File: src/hdl/obd_pvd_pkg.sv
`timescale 1ns / 1ps
// ----------------------------------------------------------------------------
// obd_pvd_pkg
// Shared types and constants of the OBD-II PID value decoder.
// ----------------------------------------------------------------------------
package obd_pvd_pkg;

    localparam int BYTE_W  = 8;
    localparam int VALUE_W = 32;

    // default queue depths
    localparam int MID_DEPTH_DEF = 2;
    localparam int OUT_DEPTH_DEF = 2;

    // operand source codes
    localparam logic [2:0] SRC_ZERO = 3'd0;
    localparam logic [2:0] SRC_A    = 3'd1;
    localparam logic [2:0] SRC_B    = 3'd2;
    localparam logic [2:0] SRC_W    = 3'd3;
    localparam logic [2:0] SRC_SW   = 3'd4;
    localparam logic [2:0] SRC_ABCD = 3'd5;

    // post-scaling operation codes
    localparam logic [1:0] POST_PASS  = 2'd0;
    localparam logic [1:0] POST_RECIP = 2'd1;
    localparam logic [1:0] POST_SHIFT = 2'd2;

    // constant division as multiply by ceil(2^33 / d), exact for numerators below 2^23
    localparam int RECIP_W     = 29;
    localparam int RECIP_NUM_W = 23;
    localparam int RECIP_SHIFT = 33;
    localparam int RECIP_PROD_W = RECIP_W + RECIP_NUM_W;
    localparam int QUOT_W      = RECIP_PROD_W - RECIP_SHIFT;

    localparam logic [RECIP_W-1:0] RECIP_20   = 29'd429496730;
    localparam logic [RECIP_W-1:0] RECIP_100  = 29'd85899346;
    localparam logic [RECIP_W-1:0] RECIP_255  = 29'd33686019;
    localparam logic [RECIP_W-1:0] RECIP_1000 = 29'd8589935;

    localparam int MUL_W   = 7;
    localparam int OFS_W   = 16;
    localparam int SHAMT_W = 4;

    // per-item control decoded from the pid
    typedef struct packed {
        logic                     known;
        logic [2:0]               src;
        logic [MUL_W-1:0]         mul;
        logic signed [OFS_W-1:0]  ofs;
        logic [1:0]               post;
        logic [RECIP_W-1:0]       recip;
        logic [SHAMT_W-1:0]       shamt;
    } desc_t;

    // item as it sits in the queue between front and back
    typedef struct packed {
        desc_t             desc;
        logic [BYTE_W-1:0] a;
        logic [BYTE_W-1:0] b;
        logic [BYTE_W-1:0] c;
        logic [BYTE_W-1:0] d;
    } work_t;

    typedef struct packed {
        logic [VALUE_W-1:0] value;
        logic               known;
    } result_t;

endpackage

File: src/hdl/obd_pvd_fifo.sv
`timescale 1ns / 1ps
// ----------------------------------------------------------------------------
// obd_pvd_fifo
// Small register-based queue with full and empty flags.
// ----------------------------------------------------------------------------
module obd_pvd_fifo
    import obd_pvd_pkg::*;
#(
    parameter int DEPTH = MID_DEPTH_DEF,
    parameter int WIDTH = 1
)
(
    input  logic             clk,
    input  logic             rst_n,
    input  logic             push,
    input  logic [WIDTH-1:0] din,
    output logic             full,
    input  logic             pop,
    output logic [WIDTH-1:0] dout,
    output logic             empty
);

    localparam int PTR_W = (DEPTH > 1) ? $clog2(DEPTH) : 1;
    localparam int CNT_W = $clog2(DEPTH + 1);
    localparam logic [PTR_W-1:0] PTR_LAST = PTR_W'(DEPTH - 1);
    localparam logic [CNT_W-1:0] CNT_FULL = CNT_W'(DEPTH);

    logic [WIDTH-1:0] mem_reg [DEPTH];
    logic [PTR_W-1:0] wr_ptr_reg, wr_ptr_next;
    logic [PTR_W-1:0] rd_ptr_reg, rd_ptr_next;
    logic [CNT_W-1:0] cnt_reg, cnt_next;
    logic             do_push;
    logic             do_pop;

    assign full    = (cnt_reg == CNT_FULL);
    assign empty   = (cnt_reg == '0);
    assign do_push = push && !full;
    assign do_pop  = pop && !empty;
    assign dout    = mem_reg[rd_ptr_reg];

    always_comb
    begin
        wr_ptr_next = wr_ptr_reg;
        rd_ptr_next = rd_ptr_reg;
        cnt_next    = cnt_reg;
        if (do_push)
        begin
            wr_ptr_next = (wr_ptr_reg == PTR_LAST) ? '0 : wr_ptr_reg + 1'b1;
        end
        if (do_pop)
        begin
            rd_ptr_next = (rd_ptr_reg == PTR_LAST) ? '0 : rd_ptr_reg + 1'b1;
        end
        if (do_push && !do_pop)
        begin
            cnt_next = cnt_reg + 1'b1;
        end
        else if (do_pop && !do_push)
        begin
            cnt_next = cnt_reg - 1'b1;
        end
    end

    always_ff @(posedge clk or negedge rst_n)
    begin
        if (!rst_n)
        begin
            wr_ptr_reg <= '0;
            rd_ptr_reg <= '0;
            cnt_reg    <= '0;
        end
        else
        begin
            wr_ptr_reg <= wr_ptr_next;
            rd_ptr_reg <= rd_ptr_next;
            cnt_reg    <= cnt_next;
        end
    end

    always_ff @(posedge clk)
    begin
        if (do_push)
        begin
            mem_reg[wr_ptr_reg] <= din;
        end
    end

endmodule

File: src/hdl/obd_pvd_front.sv
`timescale 1ns / 1ps
// ----------------------------------------------------------------------------
// obd_pvd_front
// Classifies each pid into an operand source, scale, offset and post-op.
// ----------------------------------------------------------------------------
module obd_pvd_front
    import obd_pvd_pkg::*;
(
    input  logic [BYTE_W-1:0] pid,
    output desc_t             desc
);

    function automatic desc_t mk(
        input logic                    known,
        input logic [2:0]              src,
        input logic [MUL_W-1:0]        mul,
        input logic signed [OFS_W-1:0] ofs,
        input logic [1:0]              post,
        input logic [RECIP_W-1:0]      recip,
        input logic [SHAMT_W-1:0]      shamt
    );
        desc_t r;
        r.known = known;
        r.src   = src;
        r.mul   = mul;
        r.ofs   = ofs;
        r.post  = post;
        r.recip = recip;
        r.shamt = shamt;
        return r;
    endfunction

    always_comb
    begin
        unique case (pid) inside
            8'h01, 8'h02, 8'h41:
                desc = mk(1'b1, SRC_ABCD, 7'd1, 16'sd0, POST_PASS, '0, 4'd0);
            8'h03, 8'h1F, 8'h21, 8'h31, 8'h4D, 8'h4E:
                desc = mk(1'b1, SRC_W, 7'd1, 16'sd0, POST_PASS, '0, 4'd0);
            8'h05, 8'h0F, 8'h46, 8'h5C:
                desc = mk(1'b1, SRC_A, 7'd1, -16'sd40, POST_PASS, '0, 4'd0);
            8'h04, 8'h11, 8'h2C, 8'h2E, 8'h2F, 8'h45, [8'h47:8'h4C], 8'h52,
            8'h5A, 8'h5B:
                desc = mk(1'b1, SRC_A, 7'd100, 16'sd0, POST_RECIP, RECIP_255, 4'd0);
            8'h0B, 8'h0D, 8'h12, 8'h13, 8'h1C, 8'h1D, 8'h1E, 8'h30, 8'h33, 8'h51:
                desc = mk(1'b1, SRC_A, 7'd1, 16'sd0, POST_PASS, '0, 4'd0);
            [8'h06:8'h09], 8'h2D:
                desc = mk(1'b1, SRC_A, 7'd100, -16'sd12800, POST_SHIFT, '0, 4'd7);
            [8'h14:8'h1B]:
                desc = mk(1'b1, SRC_B, 7'd100, -16'sd12800, POST_SHIFT, '0, 4'd7);
            8'h0A:
                desc = mk(1'b1, SRC_A, 7'd3, 16'sd0, POST_PASS, '0, 4'd0);
            8'h0C:
                desc = mk(1'b1, SRC_W, 7'd1, 16'sd0, POST_SHIFT, '0, 4'd2);
            8'h0E:
                desc = mk(1'b1, SRC_A, 7'd1, -16'sd128, POST_SHIFT, '0, 4'd1);
            8'h10:
                desc = mk(1'b1, SRC_W, 7'd1, 16'sd0, POST_RECIP, RECIP_100, 4'd0);
            8'h22:
                desc = mk(1'b1, SRC_W, 7'd79, 16'sd0, POST_RECIP, RECIP_1000, 4'd0);
            8'h23, 8'h59:
                desc = mk(1'b1, SRC_W, 7'd10, 16'sd0, POST_PASS, '0, 4'd0);
            [8'h24:8'h2B]:
                desc = mk(1'b1, SRC_W, 7'd1, 16'sd0, POST_SHIFT, '0, 4'd15);
            8'h32:
                desc = mk(1'b1, SRC_SW, 7'd1, 16'sd0, POST_SHIFT, '0, 4'd2);
            8'h42:
                desc = mk(1'b1, SRC_W, 7'd1, 16'sd0, POST_RECIP, RECIP_1000, 4'd0);
            8'h43:
                desc = mk(1'b1, SRC_W, 7'd100, 16'sd0, POST_RECIP, RECIP_255, 4'd0);
            8'h5D:
                desc = mk(1'b1, SRC_W, 7'd1, -16'sd26880, POST_SHIFT, '0, 4'd7);
            8'h5E:
                desc = mk(1'b1, SRC_W, 7'd1, 16'sd0, POST_RECIP, RECIP_20, 4'd0);
            default:
                desc = mk(1'b0, SRC_ZERO, 7'd1, 16'sd0, POST_PASS, '0, 4'd0);
        endcase
    end

endmodule

File: src/hdl/obd_pvd_back.sv
`timescale 1ns / 1ps
// ----------------------------------------------------------------------------
// obd_pvd_back
// Scales the selected operand, registers it, then applies the constant divide.
// ----------------------------------------------------------------------------
module obd_pvd_back
    import obd_pvd_pkg::*;
(
    input  logic    clk,
    input  logic    rst_n,
    input  logic    in_valid,
    input  work_t   in_item,
    output logic    in_ready,
    output logic    out_valid,
    output result_t out_res,
    input  logic    out_ready
);

    localparam int X_W     = 2 * BYTE_W + 2;
    localparam int SCALE_W = X_W + MUL_W + 1;

    logic                      valid_reg;
    logic [VALUE_W-1:0]        num_reg;
    logic [1:0]                post_reg;
    logic [RECIP_W-1:0]        recip_reg;
    logic [SHAMT_W-1:0]        shamt_reg;
    logic                      known_reg;

    logic signed [X_W-1:0]     x;
    logic signed [SCALE_W-1:0] scaled;
    logic [VALUE_W-1:0]        num_next;
    logic                      advance;

    logic [RECIP_PROD_W-1:0]   prod;
    logic [VALUE_W-1:0]        bias;
    logic signed [VALUE_W-1:0] biased;
    logic [VALUE_W-1:0]        value;

    // stage 1: operand times scale plus offset, or A:B:C:D taken raw
    always_comb
    begin
        unique case (in_item.desc.src)
            SRC_A:   x = X_W'({1'b0, in_item.a});
            SRC_B:   x = X_W'({1'b0, in_item.b});
            SRC_W:   x = X_W'({1'b0, in_item.a, in_item.b});
            SRC_SW:  x = X_W'($signed({in_item.a, in_item.b}));
            default: x = '0;
        endcase
        scaled = SCALE_W'(x) * SCALE_W'($signed({1'b0, in_item.desc.mul}));
        if (in_item.desc.src == SRC_ABCD)
        begin
            num_next = {in_item.a, in_item.b, in_item.c, in_item.d};
        end
        else
        begin
            num_next = VALUE_W'(scaled) + VALUE_W'(in_item.desc.ofs);
        end
    end

    assign advance   = !valid_reg || out_ready;
    assign in_ready  = advance;
    assign out_valid = valid_reg;

    always_ff @(posedge clk or negedge rst_n)
    begin
        if (!rst_n)
        begin
            valid_reg <= 1'b0;
        end
        else if (advance)
        begin
            valid_reg <= in_valid;
        end
    end

    always_ff @(posedge clk)
    begin
        if (advance && in_valid)
        begin
            num_reg   <= num_next;
            post_reg  <= in_item.desc.post;
            recip_reg <= in_item.desc.recip;
            shamt_reg <= in_item.desc.shamt;
            known_reg <= in_item.desc.known;
        end
    end

    // stage 2: divide by constant, either reciprocal or shift toward zero, or pass through
    always_comb
    begin
        prod   = RECIP_PROD_W'(num_reg[RECIP_NUM_W-1:0]) * RECIP_PROD_W'(recip_reg);
        bias   = num_reg[VALUE_W-1] ? ((VALUE_W'(1) << shamt_reg) - 1'b1) : '0;
        biased = $signed(num_reg + bias);
        case (post_reg)
            POST_RECIP: value = VALUE_W'(prod[RECIP_PROD_W-1:RECIP_SHIFT]);
            POST_SHIFT: value = VALUE_W'(biased >>> shamt_reg);
            default:    value = num_reg;
        endcase
    end

    assign out_res.value = value;
    assign out_res.known = known_reg;

endmodule

File: src/hdl/obd_pid_value_decode.sv
`timescale 1ns / 1ps
// ----------------------------------------------------------------------------
// obd_pid_value_decode
// OBD-II mode 01 PID value decoder with queue interfaces on both sides.
// ----------------------------------------------------------------------------
// Each item carries a pid and the response bytes A to D; the result is the
// signed engineering value (truncated toward zero) plus a flag that is low for
// pids without a formula, which then give 0. Bitmask pids return A:B:C:D raw.
// One item is accepted per clock cycle for as long as results are popped; a
// result passes the input queue, the scaling multiplier register and the
// output queue before it shows on the result ports and can be popped. full
// rises only when both queues and the scaling stage hold items that the
// consumer has not taken.
// ----------------------------------------------------------------------------
module obd_pid_value_decode
    import obd_pvd_pkg::*;
#(
    parameter int MID_DEPTH = MID_DEPTH_DEF,
    parameter int OUT_DEPTH = OUT_DEPTH_DEF
)
(
    input  logic                      clk,
    input  logic                      rst_n,
    input  logic                      push,
    output logic                      full,
    input  logic [BYTE_W-1:0]         pid,
    input  logic [BYTE_W-1:0]         byte_a,
    input  logic [BYTE_W-1:0]         byte_b,
    input  logic [BYTE_W-1:0]         byte_c,
    input  logic [BYTE_W-1:0]         byte_d,
    output logic                      empty,
    input  logic                      pop,
    output logic signed [VALUE_W-1:0] value,
    output logic                      pid_known
);

    desc_t   desc;
    work_t   mid_din;
    work_t   mid_dout;
    logic    mid_empty;
    logic    mid_pop;
    logic    res_valid;
    result_t res;
    result_t out_res;
    logic    out_full;

    obd_pvd_front u_front
    (
        .pid  (pid),
        .desc (desc)
    );

    assign mid_din.desc = desc;
    assign mid_din.a    = byte_a;
    assign mid_din.b    = byte_b;
    assign mid_din.c    = byte_c;
    assign mid_din.d    = byte_d;

    obd_pvd_fifo #(
        .DEPTH (MID_DEPTH),
        .WIDTH ($bits(work_t))
    ) u_mid_fifo
    (
        .clk   (clk),
        .rst_n (rst_n),
        .push  (push),
        .din   (mid_din),
        .full  (full),
        .pop   (mid_pop),
        .dout  (mid_dout),
        .empty (mid_empty)
    );

    obd_pvd_back u_back
    (
        .clk       (clk),
        .rst_n     (rst_n),
        .in_valid  (!mid_empty),
        .in_item   (mid_dout),
        .in_ready  (mid_pop),
        .out_valid (res_valid),
        .out_res   (res),
        .out_ready (!out_full)
    );

    obd_pvd_fifo #(
        .DEPTH (OUT_DEPTH),
        .WIDTH ($bits(result_t))
    ) u_out_fifo
    (
        .clk   (clk),
        .rst_n (rst_n),
        .push  (res_valid),
        .din   (res),
        .full  (out_full),
        .pop   (pop),
        .dout  (out_res),
        .empty (empty)
    );

    assign value     = $signed(out_res.value);
    assign pid_known = out_res.known;

endmodule
File: config.mk
export PLATFORM = sky130hd
export DESIGN_NAME = obd_pid_value_decode
export DESIGN_NICKNAME = d
export VERILOG_FILES = /design/src/hdl/obd_pvd_pkg.sv /design/src/hdl/obd_pvd_fifo.sv /design/src/hdl/obd_pvd_front.sv /design/src/hdl/obd_pvd_back.sv /design/src/hdl/obd_pid_value_decode.sv
export SDC_FILE = /design/constraint.sdc
export NUM_CORES = 2
export LEC_CHECK = 0
export BUFFER_PORTS_ARGS = -buffer_cell sky130_fd_sc_hd__buf_2
export CORE_MARGIN = 2
export CORE_UTILIZATION = 44
export CTS_BUF_LIST = sky130_fd_sc_hd__clkbuf_16
export CTS_CLUSTER_SIZE = 12
export DETAILED_ROUTE_END_ITERATION = 7
export GPL_TIMING_DRIVEN = 0
export HOLD_SLACK_MARGIN = 0.1
export PLACE_DENSITY_LB_ADDON = 0.05
export SLEW_MARGIN = 20
export SYNTH_ARGS = -nofsm -noshare
export SYNTH_HDL_FRONTEND = slang
export SYNTH_SLANG_ARGS = --single-unit
File: constraint.sdc
create_clock -name clk -period 6.8 [get_ports clk]
set_input_delay 1.36 -clock clk [delete_from_list [all_inputs] [get_ports clk]]
set_output_delay 1.36 -clock clk [all_outputs]
set_load 0.01 [all_outputs]
# Word-level counts from Yosys, hierarchy flattened
# Memories as Yosys holds them, arrays and structs flattened.
# Cells that the tools add are included.
# word_totals
ramBits	254
input_bits	44
mem_count	2
output_inout_bits	35
ff_bits	77
wordCells	141
# mem_list
memory	depth	word_bits	rd	rd_ports_with_merged_regs	write_ports	line	rtl
u_mid_fifo.mem_reg	2	94	1	0	1	obd_pvd_fifo.sv:28	logic [WIDTH-1:0] mem_reg [DEPTH];
u_out_fifo.mem_reg	2	33	1	0	1	obd_pvd_fifo.sv:28	
# classes
add_sub_neg	11
n_mux	17
n_shift	2
n_lt_le_gt_ge	8
eq_ne	54
n_mul	2
n_reduce_logical	33
# op_table
cell	n
62-bit case mux with 19 select lines	1
8-bit by 7-bit equality test with 1-bit output (second input constant)	15
8-bit by 6-bit equality test with 1-bit output (second input constant)	11
18-bit case mux with 4 select lines	1
8-bit by 5-bit equality test with 1-bit output (second input constant)	8
32-bit 2-to-1 mux	2
32-bit case mux with 2 select lines	1
23-bit by 29-bit multiplier with 52-bit output	1
8-bit by 4-bit equality test with 1-bit output (second input constant)	6
32-bit adder	1
1-bit by 4-bit left shift with 32-bit output (first input constant)	1
32-bit by 4-bit >>> shifter with 32-bit output	1
32-bit by 1-bit subtractor with 32-bit output (second input constant)	1
26-bit by 16-bit adder with 27-bit output	1
18-bit by 8-bit multiplier with 26-bit output	1
10-bit OR reduction	2
8-bit by 2-bit equality test with 1-bit output (second input constant)	2
8-bit by 3-bit equality test with 1-bit output (second input constant)	2
1-bit logical AND	12
1-bit logical NOT	9
8-bit by 1-bit equality test with 1-bit output (second input constant)	1
8-bit by 3-bit greater-or-equal comparator with 1-bit output (second input constant)	1
8-bit by 5-bit greater-or-equal comparator with 1-bit output (second input constant)	1
8-bit by 6-bit greater-or-equal comparator with 1-bit output (second input constant)	1
other kinds (22)	44

# Depth between registers and ports, before layout
# depth
depth_word	7
ltp_mapped	29
depth_no_buf	28

# Modules after synthesis
# A second synthesis with hierarchy kept.
# unflattened
hier_cells	4315
hier_area_um2	43420.4
# by_module_without_submodules
mod	seq_area_each_um2	area_per_inst_um2	instances	cells_each
obd_pvd_back	2067.0	32373.5	1	3698
obd_pvd_fifo (u_mid_fifo)	5745.5	7190.6	1	312
obd_pvd_fifo (u_out_fifo)	2082.0	2730.1	1	122
obd_pvd_front	0.0	1118.6	1	181
obd_pid_value_decode	0.0	7.5	1	2

# Worst setup path after synthesis
# No wires, ideal clock.
# synth_timing
path_kind	reg-to-reg
start	register u_mid_fifo.rd_ptr_reg
end	register u_back.num_reg[26], data pin
n_path_buf	4
period_less_slack_ns	7.132
setup_time_ns	0.281
path_stages_with_launch	27
arrival_time_ns	6.851
path_slack_ns	-0.332
required_time_ns	6.519
path_cell_list	dfrtp_1 clkbuf_1 clkbuf_1 buf_1 clkbuf_1 mux2i_1 fa_1 fa_1 inv_1 ha_1 inv_1 fa_1 inv_1 ha_1 inv_1 fa_1 nor2b_1 o21a_1 o21ai_0 a21oi_1 a41oi_1 o311a_1 o31ai_1 o211ai_1 nand3_1 nor3b_1 a21oi_1
# synth_via
elab_chain_cells	6
word_cells_on_any_way	10
cone_classes	1 x add/sub; 1 x mul; 5 x eq/ne; 2 x mux; 1 x memory
# synth_rtl
element	line	rtl
start, declared	obd_pvd_fifo.sv:30	logic [PTR_W-1:0] rd_ptr_reg, rd_ptr_next;
start signal, assigned	obd_pvd_fifo.sv:75	rd_ptr_reg <= rd_ptr_next;
memory read 2 x 94 bit (*)	n/a	
3-bit equality test, or another cell as far along	obd_pvd_back.sv:42	unique case (in_item.desc.src)
18-bit case mux with 4 select lines	obd_pvd_back.sv:42	
18-bit by 8-bit multiplier with 26-bit output	obd_pvd_back.sv:49	scaled = SCALE_W'(x) * SCALE_W'($signed({1'b0, in_item.desc.mul}));
26-bit by 16-bit adder with 27-bit output	obd_pvd_back.sv:56	num_next = VALUE_W'(scaled) + VALUE_W'(in_item.desc.ofs);
32-bit 2-to-1 mux (*)	obd_pvd_back.sv:50	if (in_item.desc.src == SRC_ABCD)
via u_back.num_next[26]	obd_pvd_back.sv:31	logic [VALUE_W-1:0] num_next;
end signal, assigned	obd_pvd_back.sv:80	num_reg <= num_next;
end, declared	obd_pvd_back.sv:23	logic [VALUE_W-1:0] num_reg;
# Mark *: on every way through the listed nets, which the timed path passes. The rest lies on a longest branch.
# A chain may end at the register's enable or synchronous reset.

==> results.ini <==
[outcome]
status=complete, but fails checks
violations=setup timing

[clock_network]
cts-root-buf=clkbuf_16
cts.clk_slew.worst_paths_ps=60
cts_buffers=28
h-tree-depth=1
clock-sinks=248
ctsHoldBuffers=0
clkLatencyLatePin_ps=570
cts_tree=done
cts_buffer_depth=3

[synthesis]
ys_async_sr_fraction_pct=3.629
synth-main-ff-cell=edfxtp_1
ys_ff_latch=248
synth_area_um2=35970
ys_warn_count=0
synth_seq_area_share_pct=20.58
syn_avg_cell_area_um2=9.990
synth_cell_types=83
synth_edf_count=239
syn-instance-count=3601

[timing]
finalSetupViolCount=38
worst_pin_slew_ps=963.4
fin_crit_ps=7629
clock.fmax_mhz=131.1
post-route-worst-setup-slack_ps=-829.4
relSlewSlack_pct=35.77
drv_slew=0
hold_viol_final=0
post-route-period-util_pct=112.2
finClkSkew_ps=19.12
rsz0062_at_grt=true

[detailed_routing]
vias=26430
met2_length_mm=59.81
wl_met1_mm=49.16
drt_iter0_markers=1701
dr.pass1.iters=6
finalWirelength_mm=118.6
top_layer=met4
drc_errors=0
ant_nets=0
wl_met3_mm=5.069
wl_per_cell_um=24.10
via_per_inst=5.368

[finish]
final_cells=4924
post-route-util_pct=51.21
mostFrequentLayoutCells=811 x inv_1, 529 x fa_1, 356 x ha_1, 239 x edfxtp_1, 225 x nand2_1
area_growth_pct=14.85
nets=4811
largest_register_ffs=124
drive_above_1_share_pct=16.59
mostFrequentLayoutCell=inv_1

[critical_path]
r2r-start=u_back.recip_reg[26]
start_kind=flip-flop
worstSetupPathType=reg2reg
cp.arrival_ps=7930
critPathMostFrequentCell=fa_1
critPathMaxStageDelay_ps=590
reg2reg_depth=30
rrSetupSlack_ps=-830
slowest_stage=fa_1
crit_required_ps=7100
critPathMaxFanout=4
r2r_end=u_out_fifo.mem_reg[0][8]
cp-end-kind=flip-flop

[placed_design]
gp_congestion=0.9725
dp_hpwl_mm=98.86
portBuffers=74
placed_cells=4748

[global_routing]
track_usage_pct=28.40
grt_pass1_wl_mm=178.9
grt-ovfl-total=0
grt_max_degree=50
grt_pass1_vias=28550
grt_antenna_before_repair=4

[die]
ios=79
core_region_area_um2=80680
die_w_um=289.9
fp-row-count=104
die_height_um=289.9
start_util_pct=44.59
fp.dieArea_um2=84060

[min_path]
holdPathEnd=u_out_fifo.mem_reg[0][0]
hold_depth=0
hp-start=u_back.known_reg
hp-class=reg2reg

[flow_run]
drv_cap=0

## worst max-delay path: cells and delay by family (launching register included)
kind	cells	cell delay, ps
adders and majority gates	8	3820
AOI/OAI and AO/OA	7	1580
buffers and inverters	10	840
and+or+nand+nor	4	580
DFF	1	480
xor gates and xnor gates	1	60
## worst max-delay path by stage
stage,start,end,slack (ps)
after global placement,u_back.num_reg[22],u_out_fifo.mem_reg[0][18],-2340
final,u_back.recip_reg[26],u_out_fifo.mem_reg[0][8],-830
after CTS,u_back.recip_reg[26],u_out_fifo.mem_reg[1][19],-840
after detailed placement,u_back.num_reg[22],u_out_fifo.mem_reg[0][18],-2370
after global routing,u_back.recip_reg[26],u_out_fifo.mem_reg[1][19],-960
after floorplan,u_back.num_reg[6],u_out_fifo.mem_reg[0][15],8
## final cells by class
type | count | area, um^2
well taps | 1060 | 1326
multi-input cells | 2389 | 26100
clock inverters | 20 | 120.1
plain buffers | 127 | 858.3
diodes | 1 | 2.502
clock buffers | 29 | 725.7
inverters | 841 | 3186
fillers | 7593 | 39360
flip-flops and latches | 248 | 7403
repair buffers | 209 | 1599
## per-stage QoR
step / hold slack, ps / area [um^2] / setup TNS, ps / setup WS, ps
after global placement: 468.1 / 37740 / -109470 / -2335
after detailed placement: 466.9 / 37930 / -105700 / -2371
final: 475.0 / 41320 / -25500 / -829.4
after CTS: 481.0 / 40790 / -23360 / -839.2
after global routing: 494.4 / 41310 / -31350 / -962.3
after floorplan: 421.5 / 36040 / 0 / 7.967
## per-layer routing
layer	global-route usage, %	vias up
li1	-	12030
met1	36.12	13590
met2	50.86	644
met3	2.765	175
met4	9.045	0
met5	0	-
## what timing repair did
action                                  CTS  global route
gates cloned                              5             0
endpoints found under the setup margin   63            70
gates resized for setup                 328           122
setup buffers                           100            23
pin swaps                                70            68
## Yosys cell counts, types with 46 or more instances
library cell / instances / share of area [%]
a21oi_1: 126 / 1.8
and2_1: 149 / 2.6
clkbuf_1: 112 / 1.2
edfxtp_1: 239 / 20
fa_1: 551 / 31
ha_1: 372 / 13
inv_1: 840 / 8.8
mux2_2: 74 / 2.3
mux2i_1: 70 / 1.9
nand2_1: 257 / 2.7
nor2_1: 176 / 1.8
o21ai_0: 77 / 1.1
xnor2_1: 46 / 1.1
## kinds of logic after synthesis
kind of cell	after synthesis	synth area share, %
flops	248	20.58
simple gates	788	10.60
compound gates	427	7.805
buf+inv	970	10.14
other cells	1	0.01042
fa+ha+maj	923	43.60
xor+xnor	85	2.070
mux	159	5.203
Power is not shown: default switching activity piles up to over one toggle a cycle in this logic, so the estimate is an artifact.
